**config.mk**
```make
export PLATFORM = sky130hd
export DESIGN_NAME = lru_page_replacement_flat
export DESIGN_NICKNAME = d
export VERILOG_FILES = /design/src/sv/lpr_pkg.sv /design/src/sv/lpr_cfg_if.sv /design/src/sv/lpr_in_if.sv /design/src/sv/lpr_out_if.sv /design/src/sv/lpr_frame_mem.sv /design/src/sv/lpr_scan.sv /design/src/sv/lru_page_replacement.sv /design/src/flat_wrapper.sv
export SDC_FILE = /design/constraint.sdc
export NUM_CORES = 2
export LEC_CHECK = 0
export ABC_CLOCK_PERIOD_IN_PS = 7400
export BUFFER_PORTS_ARGS = -buffer_cell sky130_fd_sc_hd__buf_2
export CORE_MARGIN = 2
export CORE_UTILIZATION = 57
export CTS_CLUSTER_SIZE = 14
export DETAILED_ROUTE_END_ITERATION = 10
export HOLD_SLACK_MARGIN = 0.06
export PLACE_DENSITY_LB_ADDON = 0.2
export RECOVER_POWER = 100
export SYNTH_ARGS = -nofsm -noshare
export SYNTH_HDL_FRONTEND = slang
export SYNTH_SLANG_ARGS = --single-unit
```
**constraint.sdc**
```tcl
create_clock -name i_clk -period 7.4 [get_ports i_clk]
set_input_delay 0.74 -clock i_clk [delete_from_list [all_inputs] [get_ports i_clk]]
set_output_delay 0.74 -clock i_clk [all_outputs]
set_load 0.03 [all_outputs]
```
**src/sv/lpr_pkg.sv**
```systemverilog
// ----------------------------------------------------------------------------
// lpr_pkg
// Shared constants and types for the LRU page replacement block.
// ----------------------------------------------------------------------------
package lpr_pkg;

    localparam int FRAMES_DEF  = 64;
    localparam int ADDR_W_DEF  = 27;
    localparam int STAMP_W_DEF = 32;
    localparam int FRAME_W_DEF = 6;

    localparam int CFG_W     = 7;
    localparam int CFG_RESET = 64;

    localparam int COUNT_W = 32;

    // Control from the sequencer to the scan unit.
    typedef struct packed {
        logic clear;
        logic strobe;
    } t_scan_ctl;

    // Status from the scan unit back to the sequencer.
    typedef struct packed {
        logic hit;
        logic hit_dirty;
        logic old_dirty;
    } t_scan_sts;

    function automatic logic [COUNT_W-1:0] sat_inc(input logic [COUNT_W-1:0] v);
        sat_inc = (v == {COUNT_W{1'b1}}) ? v : v + COUNT_W'(1);
    endfunction

endpackage

```
**src/sv/lpr_cfg_if.sv**
```systemverilog
// ----------------------------------------------------------------------------
// lpr_cfg_if
// Configuration write channel: one register, no index.
// ----------------------------------------------------------------------------
interface lpr_cfg_if ();
    logic                     valid;
    logic                     ready;
    logic [lpr_pkg::CFG_W-1:0] data;

    modport source (output valid, output data, input ready);
    modport sink   (input valid, input data, output ready);
endinterface

```
**src/sv/lpr_in_if.sv**
```systemverilog
// ----------------------------------------------------------------------------
// lpr_in_if
// Reference channel: one memory reference per beat.
// ----------------------------------------------------------------------------
interface lpr_in_if #(
    parameter int ADDR_WIDTH = lpr_pkg::ADDR_W_DEF
) ();
    logic                  valid;
    logic                  ready;
    logic [ADDR_WIDTH-1:0] ref_value;

    modport source (output valid, output ref_value, input ready);
    modport sink   (input valid, input ref_value, output ready);
endinterface

```
**src/sv/lpr_out_if.sv**
```systemverilog
// ----------------------------------------------------------------------------
// lpr_out_if
// Result channel: one lookup result and the running totals per beat.
// ----------------------------------------------------------------------------
interface lpr_out_if #(
    parameter int FRAME_W = lpr_pkg::FRAME_W_DEF
) ();
    logic                        valid;
    logic                        ready;
    logic                        hit;
    logic [FRAME_W-1:0]          frame_index;
    logic                        flushed;
    logic [lpr_pkg::COUNT_W-1:0] fault_total;
    logic [lpr_pkg::COUNT_W-1:0] flush_total;
    logic [lpr_pkg::COUNT_W-1:0] ref_total;

    modport source (output valid, output hit, output frame_index, output flushed,
                    output fault_total, output flush_total, output ref_total,
                    input ready);
    modport sink   (input valid, input hit, input frame_index, input flushed,
                    input fault_total, input flush_total, input ref_total,
                    output ready);
endinterface

```
**src/sv/lpr_frame_mem.sv**
```systemverilog
// ----------------------------------------------------------------------------
// lpr_frame_mem
// Frame table memory: one write port, one read port with registered data.
// ----------------------------------------------------------------------------
module lpr_frame_mem #(
    parameter int DEPTH  = 64,
    parameter int WIDTH  = 59,
    parameter int ADDR_W = 6
) (
    input  logic              i_clk,
    input  logic              i_wr_en,
    input  logic [ADDR_W-1:0] i_wr_addr,
    input  logic [WIDTH-1:0]  i_wr_data,
    input  logic              i_rd_en,
    input  logic [ADDR_W-1:0] i_rd_addr,
    output logic [WIDTH-1:0]  o_rd_data
);

    logic [WIDTH-1:0] r_mem [DEPTH];
    logic [WIDTH-1:0] r_rd_data;

    always_ff @(posedge i_clk) begin
        if (i_wr_en) begin
            r_mem[i_wr_addr] <= i_wr_data;
        end
        if (i_rd_en) begin
            r_rd_data <= r_mem[i_rd_addr];
        end
    end

    assign o_rd_data = r_rd_data;

endmodule

```
**src/sv/lpr_scan.sv**
```systemverilog
// ----------------------------------------------------------------------------
// lpr_scan
// Shared compare unit: takes one frame per strobe, keeps the first tag match
// and the oldest stamp seen.
// ----------------------------------------------------------------------------
module lpr_scan #(
    parameter int FRAME_W = 6,
    parameter int TAG_W   = 26,
    parameter int STAMP_W = 32
) (
    input  logic                 i_clk,
    input  logic                 i_rst_n,
    input  lpr_pkg::t_scan_ctl   i_ctl,
    input  logic [FRAME_W-1:0]   i_idx,
    input  logic [TAG_W-1:0]     i_tag,
    input  logic [TAG_W-1:0]     i_ent_tag,
    input  logic [STAMP_W-1:0]   i_ent_stamp,
    input  logic                 i_ent_dirty,
    output lpr_pkg::t_scan_sts   o_sts,
    output logic [FRAME_W-1:0]   o_hit_idx,
    output logic [FRAME_W-1:0]   o_old_idx
);

    import lpr_pkg::*;

    logic               r_hit;
    logic               r_hit_dirty;
    logic [FRAME_W-1:0] r_hit_idx;
    logic               r_found;
    logic [STAMP_W-1:0] r_old_stamp;
    logic               r_old_dirty;
    logic [FRAME_W-1:0] r_old_idx;

    always_ff @(posedge i_clk) begin
        if (!i_rst_n) begin
            r_hit   <= 1'b0;
            r_found <= 1'b0;
        end else if (i_ctl.clear) begin
            r_hit   <= 1'b0;
            r_found <= 1'b0;
        end else if (i_ctl.strobe) begin
            // Only the first match counts, frames arrive in index order.
            if (!r_hit && (i_ent_tag == i_tag)) begin
                r_hit       <= 1'b1;
                r_hit_idx   <= i_idx;
                r_hit_dirty <= i_ent_dirty;
            end
            // Strict less-than keeps the lowest index on equal stamps.
            if (!r_found || (i_ent_stamp < r_old_stamp)) begin
                r_found     <= 1'b1;
                r_old_stamp <= i_ent_stamp;
                r_old_idx   <= i_idx;
                r_old_dirty <= i_ent_dirty;
            end
        end
    end

    assign o_sts.hit       = r_hit;
    assign o_sts.hit_dirty = r_hit_dirty;
    assign o_sts.old_dirty = r_old_dirty;
    assign o_hit_idx       = r_hit_idx;
    assign o_old_idx       = r_old_idx;

endmodule

```
**src/sv/lru_page_replacement.sv**
```systemverilog
// ----------------------------------------------------------------------------
// lru_page_replacement
// Fully associative frame table with least-recently-used replacement.
// ----------------------------------------------------------------------------
// One reference is handled at a time. The frame table sits in a memory with a
// single read port, and a shared compare unit looks at one frame per cycle,
// finding the tag match and the oldest frame in the same pass. A reference
// passes the scan, update and output states before the next accept; the scan
// covers the filled frames within the frames in use (at most FRAMES), and
// the result beat is held in an output register until taken.
// Frames are filled in order, so a fill count stands for the valid marks and
// no clearing pass is needed after reset. The frame count register may be
// written only while no reference is in flight.
module lru_page_replacement #(
    parameter int FRAMES      = lpr_pkg::FRAMES_DEF,
    parameter int ADDR_WIDTH  = lpr_pkg::ADDR_W_DEF,
    parameter int STAMP_WIDTH = lpr_pkg::STAMP_W_DEF
) (
    input  logic         i_clk,
    input  logic         i_rst_n,
    lpr_cfg_if.sink      i_cfg,
    lpr_in_if.sink       i_in,
    lpr_out_if.source    o_out
);

    import lpr_pkg::*;

    localparam int FRAME_W = (FRAMES > 1) ? $clog2(FRAMES) : 1;
    localparam int CNT_W   = $clog2(FRAMES + 1);
    localparam int CMP_W   = (CFG_W > CNT_W) ? CFG_W : CNT_W;
    localparam int TAG_W   = ADDR_WIDTH - 1;
    localparam int ENT_W   = 1 + TAG_W + STAMP_WIDTH;

    typedef enum logic [1:0] {
        S_IDLE,
        S_SCAN,
        S_UPD,
        S_OUT
    } t_state;

    t_state             r_state,  n_state;
    logic [CFG_W-1:0]   r_frames_in_use;
    logic [CNT_W-1:0]   r_fill,   n_fill;
    logic [FRAME_W-1:0] r_fp,     n_fp;
    logic [STAMP_WIDTH-1:0] r_time, n_time;
    logic [COUNT_W-1:0] r_faults, n_faults;
    logic [COUNT_W-1:0] r_flushes, n_flushes;
    logic [COUNT_W-1:0] r_refs,   n_refs;
    logic [CNT_W-1:0]   r_n,      n_n;
    logic [CNT_W-1:0]   r_lim,    n_lim;
    logic [CNT_W-1:0]   r_rd_idx, n_rd_idx;
    logic               r_pend,   n_pend;
    logic [FRAME_W-1:0] r_pend_idx, n_pend_idx;
    logic [TAG_W-1:0]   r_tag,    n_tag;
    logic               r_wr,     n_wr;
    logic               r_res_hit, n_res_hit;
    logic [FRAME_W-1:0] r_res_frame, n_res_frame;
    logic               r_res_flush, n_res_flush;
    logic               r_out_valid, n_out_valid;
    logic               r_out_hit, n_out_hit;
    logic [FRAME_W-1:0] r_out_frame, n_out_frame;
    logic               r_out_flush, n_out_flush;
    logic [COUNT_W-1:0] r_out_faults, n_out_faults;
    logic [COUNT_W-1:0] r_out_flushes, n_out_flushes;
    logic [COUNT_W-1:0] r_out_refs, n_out_refs;

    logic [CMP_W-1:0]   cfg_ext;
    logic [CNT_W-1:0]   n_act;
    logic               in_beat;
    t_scan_ctl          scan_ctl;
    t_scan_sts          scan_sts;
    logic [FRAME_W-1:0] hit_idx;
    logic [FRAME_W-1:0] old_idx;
    logic               rd_en;
    logic               wr_en;
    logic [FRAME_W-1:0] wr_addr;
    logic [ENT_W-1:0]   wr_data;
    logic [ENT_W-1:0]   rd_data;

    assign i_cfg.ready = 1'b1;
    assign i_in.ready  = (r_state == S_IDLE);
    assign in_beat     = i_in.valid && (r_state == S_IDLE);

    // Frame count in use, clamped to 1..FRAMES.
    assign cfg_ext = CMP_W'(r_frames_in_use);
    always_comb begin
        if (cfg_ext == '0) begin
            n_act = CNT_W'(1);
        end else if (cfg_ext > CMP_W'(FRAMES)) begin
            n_act = CNT_W'(FRAMES);
        end else begin
            n_act = CNT_W'(cfg_ext);
        end
    end

    assign rd_en = (r_state == S_SCAN) && (r_rd_idx < r_lim);
    assign scan_ctl.clear  = in_beat;
    assign scan_ctl.strobe = (r_state == S_SCAN) && r_pend;

    always_comb begin
        n_state       = r_state;
        n_fill        = r_fill;
        n_fp          = r_fp;
        n_time        = r_time;
        n_faults      = r_faults;
        n_flushes     = r_flushes;
        n_refs        = r_refs;
        n_n           = r_n;
        n_lim         = r_lim;
        n_rd_idx      = r_rd_idx;
        n_pend        = r_pend;
        n_pend_idx    = r_pend_idx;
        n_tag         = r_tag;
        n_wr          = r_wr;
        n_res_hit     = r_res_hit;
        n_res_frame   = r_res_frame;
        n_res_flush   = r_res_flush;
        n_out_valid   = r_out_valid && !o_out.ready;
        n_out_hit     = r_out_hit;
        n_out_frame   = r_out_frame;
        n_out_flush   = r_out_flush;
        n_out_faults  = r_out_faults;
        n_out_flushes = r_out_flushes;
        n_out_refs    = r_out_refs;
        wr_en         = 1'b0;
        wr_addr       = r_fp;
        wr_data       = {r_wr, r_tag, r_time};

        case (r_state)
            S_IDLE: begin
                if (in_beat) begin
                    n_n      = n_act;
                    n_time   = (r_time == {STAMP_WIDTH{1'b1}}) ?
                               r_time : r_time + STAMP_WIDTH'(1);
                    n_refs   = sat_inc(r_refs);
                    if (CNT_W'(r_fp) >= n_act) begin
                        n_fp = '0;
                    end
                    n_lim    = (r_fill < n_act) ? r_fill : n_act;
                    n_rd_idx = '0;
                    n_pend   = 1'b0;
                    n_tag    = i_in.ref_value[ADDR_WIDTH-1:1];
                    n_wr     = i_in.ref_value[0];
                    n_state  = S_SCAN;
                end
            end
            S_SCAN: begin
                if (r_rd_idx < r_lim) begin
                    n_rd_idx   = r_rd_idx + CNT_W'(1);
                    n_pend     = 1'b1;
                    n_pend_idx = r_rd_idx[FRAME_W-1:0];
                end else begin
                    n_pend = 1'b0;
                    if (!r_pend) begin
                        n_state = S_UPD;
                    end
                end
            end
            S_UPD: begin
                wr_en = 1'b1;
                if (scan_sts.hit) begin
                    wr_addr     = hit_idx;
                    wr_data     = {scan_sts.hit_dirty | r_wr, r_tag, r_time};
                    n_res_hit   = 1'b1;
                    n_res_frame = hit_idx;
                    n_res_flush = 1'b0;
                end else begin
                    n_faults  = sat_inc(r_faults);
                    n_res_hit = 1'b0;
                    if (CNT_W'(r_fp) == r_fill) begin
                        // The frame at the fill pointer is still free.
                        wr_addr     = r_fp;
                        n_res_frame = r_fp;
                        n_res_flush = 1'b0;
                        n_fill      = r_fill + CNT_W'(1);
                        n_fp        = (CNT_W'(r_fp) + CNT_W'(1) >= r_n) ?
                                      '0 : r_fp + FRAME_W'(1);
                    end else begin
                        wr_addr     = old_idx;
                        n_res_frame = old_idx;
                        n_res_flush = scan_sts.old_dirty;
                        if (scan_sts.old_dirty) begin
                            n_flushes = sat_inc(r_flushes);
                        end
                    end
                end
                n_state = S_OUT;
            end
            S_OUT: begin
                if (!r_out_valid || o_out.ready) begin
                    n_out_valid   = 1'b1;
                    n_out_hit     = r_res_hit;
                    n_out_frame   = r_res_frame;
                    n_out_flush   = r_res_flush;
                    n_out_faults  = r_faults;
                    n_out_flushes = r_flushes;
                    n_out_refs    = r_refs;
                    n_state       = S_IDLE;
                end
            end
            default: begin
                n_state = S_IDLE;
            end
        endcase
    end

    always_ff @(posedge i_clk) begin
        if (!i_rst_n) begin
            r_state         <= S_IDLE;
            r_frames_in_use <= CFG_W'(CFG_RESET);
            r_fill          <= '0;
            r_fp            <= '0;
            r_time          <= '0;
            r_faults        <= '0;
            r_flushes       <= '0;
            r_refs          <= '0;
            r_n             <= '0;
            r_lim           <= '0;
            r_rd_idx        <= '0;
            r_pend          <= 1'b0;
            r_pend_idx      <= '0;
            r_tag           <= '0;
            r_wr            <= 1'b0;
            r_res_hit       <= 1'b0;
            r_res_frame     <= '0;
            r_res_flush     <= 1'b0;
            r_out_valid     <= 1'b0;
            r_out_hit       <= 1'b0;
            r_out_frame     <= '0;
            r_out_flush     <= 1'b0;
            r_out_faults    <= '0;
            r_out_flushes   <= '0;
            r_out_refs      <= '0;
        end else begin
            if (i_cfg.valid) begin
                r_frames_in_use <= i_cfg.data;
            end
            r_state       <= n_state;
            r_fill        <= n_fill;
            r_fp          <= n_fp;
            r_time        <= n_time;
            r_faults      <= n_faults;
            r_flushes     <= n_flushes;
            r_refs        <= n_refs;
            r_n           <= n_n;
            r_lim         <= n_lim;
            r_rd_idx      <= n_rd_idx;
            r_pend        <= n_pend;
            r_pend_idx    <= n_pend_idx;
            r_tag         <= n_tag;
            r_wr          <= n_wr;
            r_res_hit     <= n_res_hit;
            r_res_frame   <= n_res_frame;
            r_res_flush   <= n_res_flush;
            r_out_valid   <= n_out_valid;
            r_out_hit     <= n_out_hit;
            r_out_frame   <= n_out_frame;
            r_out_flush   <= n_out_flush;
            r_out_faults  <= n_out_faults;
            r_out_flushes <= n_out_flushes;
            r_out_refs    <= n_out_refs;
        end
    end

    assign o_out.valid       = r_out_valid;
    assign o_out.hit         = r_out_hit;
    assign o_out.frame_index = r_out_frame;
    assign o_out.flushed     = r_out_flush;
    assign o_out.fault_total = r_out_faults;
    assign o_out.flush_total = r_out_flushes;
    assign o_out.ref_total   = r_out_refs;

    lpr_frame_mem #(
        .DEPTH  (FRAMES),
        .WIDTH  (ENT_W),
        .ADDR_W (FRAME_W)
    ) u_mem (
        .i_clk     (i_clk),
        .i_wr_en   (wr_en),
        .i_wr_addr (wr_addr),
        .i_wr_data (wr_data),
        .i_rd_en   (rd_en),
        .i_rd_addr (r_rd_idx[FRAME_W-1:0]),
        .o_rd_data (rd_data)
    );

    lpr_scan #(
        .FRAME_W (FRAME_W),
        .TAG_W   (TAG_W),
        .STAMP_W (STAMP_WIDTH)
    ) u_scan (
        .i_clk       (i_clk),
        .i_rst_n     (i_rst_n),
        .i_ctl       (scan_ctl),
        .i_idx       (r_pend_idx),
        .i_tag       (r_tag),
        .i_ent_tag   (rd_data[ENT_W-2 -: TAG_W]),
        .i_ent_stamp (rd_data[STAMP_WIDTH-1:0]),
        .i_ent_dirty (rd_data[ENT_W-1]),
        .o_sts       (scan_sts),
        .o_hit_idx   (hit_idx),
        .o_old_idx   (old_idx)
    );

endmodule

```
**src/flat_wrapper.sv**
```systemverilog
// flat-port wrapper written by rule: the top's interface ports become plain ports
module lru_page_replacement_flat import lpr_pkg::*;
#(
    parameter int FRAMES      = lpr_pkg::FRAMES_DEF,
    parameter int ADDR_WIDTH  = lpr_pkg::ADDR_W_DEF,
    parameter int STAMP_WIDTH = lpr_pkg::STAMP_W_DEF
)
  (i_clk, i_rst_n, i_cfg_valid, i_cfg_data, i_cfg_ready, i_in_valid, i_in_ref_value, i_in_ready, o_out_valid, o_out_hit, o_out_frame_index, o_out_flushed, o_out_fault_total, o_out_flush_total, o_out_ref_total, o_out_ready);
  lpr_cfg_if i_cfg_i ();
  lpr_in_if #(.ADDR_WIDTH(ADDR_WIDTH)) i_in_i ();
  lpr_out_if o_out_i ();
  input  logic i_clk;
  input  logic i_rst_n;
  input wire logic [$bits(i_cfg_i.valid)-1:0] i_cfg_valid;
  input wire logic [$bits(i_cfg_i.data)-1:0] i_cfg_data;
  output wire logic [$bits(i_cfg_i.ready)-1:0] i_cfg_ready;
  input wire logic [$bits(i_in_i.valid)-1:0] i_in_valid;
  input wire logic [$bits(i_in_i.ref_value)-1:0] i_in_ref_value;
  output wire logic [$bits(i_in_i.ready)-1:0] i_in_ready;
  output wire logic [$bits(o_out_i.valid)-1:0] o_out_valid;
  output wire logic [$bits(o_out_i.hit)-1:0] o_out_hit;
  output wire logic [$bits(o_out_i.frame_index)-1:0] o_out_frame_index;
  output wire logic [$bits(o_out_i.flushed)-1:0] o_out_flushed;
  output wire logic [$bits(o_out_i.fault_total)-1:0] o_out_fault_total;
  output wire logic [$bits(o_out_i.flush_total)-1:0] o_out_flush_total;
  output wire logic [$bits(o_out_i.ref_total)-1:0] o_out_ref_total;
  input wire logic [$bits(o_out_i.ready)-1:0] o_out_ready;
  assign i_cfg_i.valid = i_cfg_valid;
  assign i_cfg_i.data = i_cfg_data;
  assign i_cfg_ready = i_cfg_i.ready;
  assign i_in_i.valid = i_in_valid;
  assign i_in_i.ref_value = i_in_ref_value;
  assign i_in_ready = i_in_i.ready;
  assign o_out_valid = o_out_i.valid;
  assign o_out_hit = o_out_i.hit;
  assign o_out_frame_index = o_out_i.frame_index;
  assign o_out_flushed = o_out_i.flushed;
  assign o_out_fault_total = o_out_i.fault_total;
  assign o_out_flush_total = o_out_i.flush_total;
  assign o_out_ref_total = o_out_i.ref_total;
  assign o_out_i.ready = o_out_ready;
  lru_page_replacement #(.FRAMES(FRAMES), .ADDR_WIDTH(ADDR_WIDTH), .STAMP_WIDTH(STAMP_WIDTH)) u_core (.i_clk(i_clk), .i_rst_n(i_rst_n), .i_cfg(i_cfg_i), .i_in(i_in_i), .o_out(o_out_i));
endmodule
```
==> results.md <==
- Fillcell total: 18450
- Critical path peak fanout: 19
- Worst min path class: in -> reg
- Vias in the first global route: 79330
- Worst reg2reg setup slack: between 1 and 1.5 ns
- Sequential fraction of the synthesis area: 76.00%
- Hold worst-path end: u_core.r_tag[11]$_SDFFE_PN0P_
- Die area: between 0.2 and 0.3 mm2
- Num CTS Buffers: 411
- Dpl hpwl: around 240 mm
- Final WL: 421.9 mm
- Num ports: about 150
- Antenna viol nets, final: 0
- Post-CTS sizing: 0
- Hold path start: i_in_ref_value[12]
- CTS tree: built
- Worst r2r src: u_core.r_state[0]$_SDFFE_PN0P_
- Top_reg_cell synth: edfxtp_1
- DIE WIDTH: 536.8 um
- Crit path cell chain: inv_1, ha_1, clkbuf_1, nor2b_1, o21ai_0, o211a_1, nor2_1, nand2_1, nor2_4, clkbuf_1
- RR Endpoint: u_core.u_mem.r_mem[2][41]$_DFFE_PP_
- Clock Latency Late Sink: ~0.96 ns
- TritonRoute pass-1 iters: 6
- Synth Warn #: 0
- Clk buf depth: 4
- Cells after Synth: between 7000 and 8000
- Synth-to-layout area growth: 12.38%
- Aggregate global-route resource usage: between 20% and 30%
- GRT overflow: 0
- Leak: 0.05181 uW
- Commonest non-fill, non-tap cell in the layout: edfxtp_1
- Via count: between 80000 and 90000
- Row count: 195
- Core area: 0.2823 mm2
- Drt via density: 6.718
- Final WS setup: 1.055 ns
- Power Dens Cells: 292.6 mW/mm2
- Levels on crit path: 10
- Share of layout cells above drive strength 1: 24.51%
- Mapped Area: between 0.15 and 0.2 mm2
- H-tree depth: 5
- Post-synth EDFFs: around 3900
- Syn Nets: ~7700
- MaxCap Viol Count: 90
- Startpoint types: flop
- Failing checks: max-capacitance violations, max-slew violations
- Antenna violations before repair: 20
- Crit-path most repeated cell: clkbuf_1
- Crit path time final: 6.345 ns
- Max stage delay on crit path: 1.15 ns
- Worst rel slew slack: -188.4%
- CTS sink count: 4201
- Final setup viols: 0
- FF-to-FF path depth: 10
- Clock skew: 0.07850 ns
- Hold WS: 0.1695 ns
- Final hold violation count: 0
- First-pass GRT wire length: approximately 600 mm
- Die height: 536.8 um
- Placed cell area: around 0.17 mm2
- Status: finished with violations
- Yosys cell types: 73
- Syn avg cell area: 21.40 um2
- # DRC: 0
- PortBufs: 144
- CP max stage cell: clkbuf_1
- Slew Limit Fails: 5044
- CTS Root Cell: clkbuf_16
- Post-route cell area: around 0.18 mm2
- Number of nets at the end of the flow: 8118
- RD Place Congestion: 0.9053
- #FFs+latches synth: 4201
- Initial Util: 57.31%
- CP Buf/Inv Count: 3
- Maximum VDD drop: 0.0002908 V
- Crit. End Element: flop
- RSZ-0062 raised after global routing: false
- CP delay by family, top: simple AND/OR/NAND/NOR gates
- CP required: 7.94 ns
- Hold depth: 3
- Setup_tns: 0 ns
- Worst Tran Pin Value: around 4.3 ns
- CP Class: reg -> reg
- Arrival @ worst endpoint: 6.88 ns
- Iter 0 DRT Violations: 12110
- Largest net degree at the start of global routing: about 170
- Clock slew at reported path FFs: 0.07 ns
- Tcrit/Tclk final: a little under nine tenths
- Average wire per standard cell: 34.84 um
- Most frequent cells in the layout: edfxtp_1, mux4_2, clkbuf_16, nand2_1, dfxtp_1
- Async set or reset register ratio after synthesis: 0%
- Pre-CTS WS: 2.105 ns
- Highest clock rate: 157.6 MHz
[tightest hold or removal path: stages]
cell      delay, ns
buf_2          0.09
nand2_1        0.10
a21boi_0       0.12
[logic make-up after synthesis]
kind of cell	synth area share, %
adder cells (fa/ha/maj)	0.5182
AO/OA/AOI/OAI	2.330
buffers and inverters	1.147
AND/OR/NAND/NOR	2.811
XOR/XNOR	0.7680
multiplexers	16.43
other	0.002318
flip-flops	76.00
[layout make-up]
cell class | count | area, um2 | share of cell area, %
Sequential cell | 4201 | 123000 | 67.64
Multi-Input combinational cell | 2896 | 37380 | 20.56
Clock buffer | 497 | 10750 | 5.913
Tap cell | 3743 | 4683 | 2.576
Timing Repair Buffer | 428 | 2948 | 1.621
Clock inverter | 263 | 2769 | 1.523
Inverter | 74 | 277.8 | 0.1528
Antenna cell | 8 | 20.02 | 0.01101
[metrics by stage]
stage / instances / power [uW] / util, %
detailed placement: 11310 / 32700 / 59.77
finish: 12110 / 53190 / 64.41
global route: 12110 / 54660 / 64.40
CTS: 12100 / 53340 / 64.68
floorplan: 7561 / 30730 / -
global placement: 11310 / 32630 / 59.77
[repair_timing]
item,CTS,global route
buffers inserted,0,0
endpoints found under the hold margin,33,0
hold buffers,33,0
[report_power, final]
part	switching, uW	leakage (uW)	internal [uW]
clock network	8970	0.00658	11900
registers	282	0.0350	26600
logic	3310	0.0102	2150
[synthesized netlist by cell type (17+ instances only)]
cell	count	share of area [%]
nor2_1	117	0.27
a221o_1	20	0.12
clkbuf_1	240	0.56
and4_1	18	0.097
a21boi_0	167	0.77
nand2_1	405	0.94
or3_1	29	0.11
a21oi_1	75	0.23
and2_1	107	0.41
buf_2	73	0.23
a22o_1	17	0.092
o21ai_0	57	0.18
and3_1	22	0.085
mux2i_1	73	0.45
xor2_1	68	0.37
nor2b_1	72	0.28
nor3_1	23	0.071
nand4_1	42	0.16
edfxtp_1	3881	72
ha_1	67	0.52
a22oi_1	59	0.27
a211oi_1	60	0.28
mux4_2	1147	16
buf_1	73	0.17
nand3_1	56	0.17
dfxtp_1	320	4.0
inv_1	72	0.17
xnor2_1	72	0.39
[routing by layer]
metal,vias to the layer above,global-route usage (%),share of wire (%)
met2,5015,44.92,47
met4,2,9.106,3.5
met3,727,5.886,11
li1,32310,-,-
met1,43310,43.42,39
met5,-,0,0.0031
[worst max-delay path by stage]
stage / from / end / slack, ns
floorplan: u_core.r_fp[3]$_SDFFE_PN0P_ / u_core.u_mem.r_mem[38][0]$_DFFE_PP_ / 2.16
global placement: u_core.r_state[0]$_SDFFE_PN0P_ / u_core.u_mem.r_mem[0][47]$_DFFE_PP_ / 2.05
CTS: u_core.r_state[0]$_SDFFE_PN0P_ / u_core.u_mem.r_mem[0][30]$_DFFE_PP_ / 2.05
global route: u_core.r_time[10]$_SDFFE_PN0P_ / u_core.r_time[27]$_SDFFE_PN0P_ / 0.92
detailed placement: u_core.r_state[0]$_SDFFE_PN0P_ / u_core.u_mem.r_mem[0][23]$_DFFE_PP_ / 2.10
finish: u_core.r_state[0]$_SDFFE_PN0P_ / u_core.u_mem.r_mem[2][41]$_DFFE_PP_ / 1.06
[registers in the layout (all words and copies together) (netlist names), 2 cells and up]
signal / flops
u_core.cfg_ext: 7
u_core.o_out.ref_total: 32
u_core.r_n: 7
u_core.r_tag: 26
u_core.r_res_frame: 6
u_core.r_state: 2
u_core.r_fp: 6
u_core.r_rd_idx: 7
u_core.u_scan.o_hit_idx: 6
u_core.u_scan.r_old_stamp: 32
u_core.r_pend_idx: 6
u_core.u_mem.r_mem: 3776
u_core.r_faults: 32
u_core.r_time: 32
u_core.u_mem.o_rd_data: 59
u_core.r_flushes: 32
u_core.r_refs: 32
u_core.r_lim: 7
u_core.o_out.fault_total: 32
u_core.o_out.frame_index: 6
u_core.o_out.flush_total: 32
u_core.r_fill: 7
u_core.u_scan.o_old_idx: 6
Power figures use the tool's default switching activity.
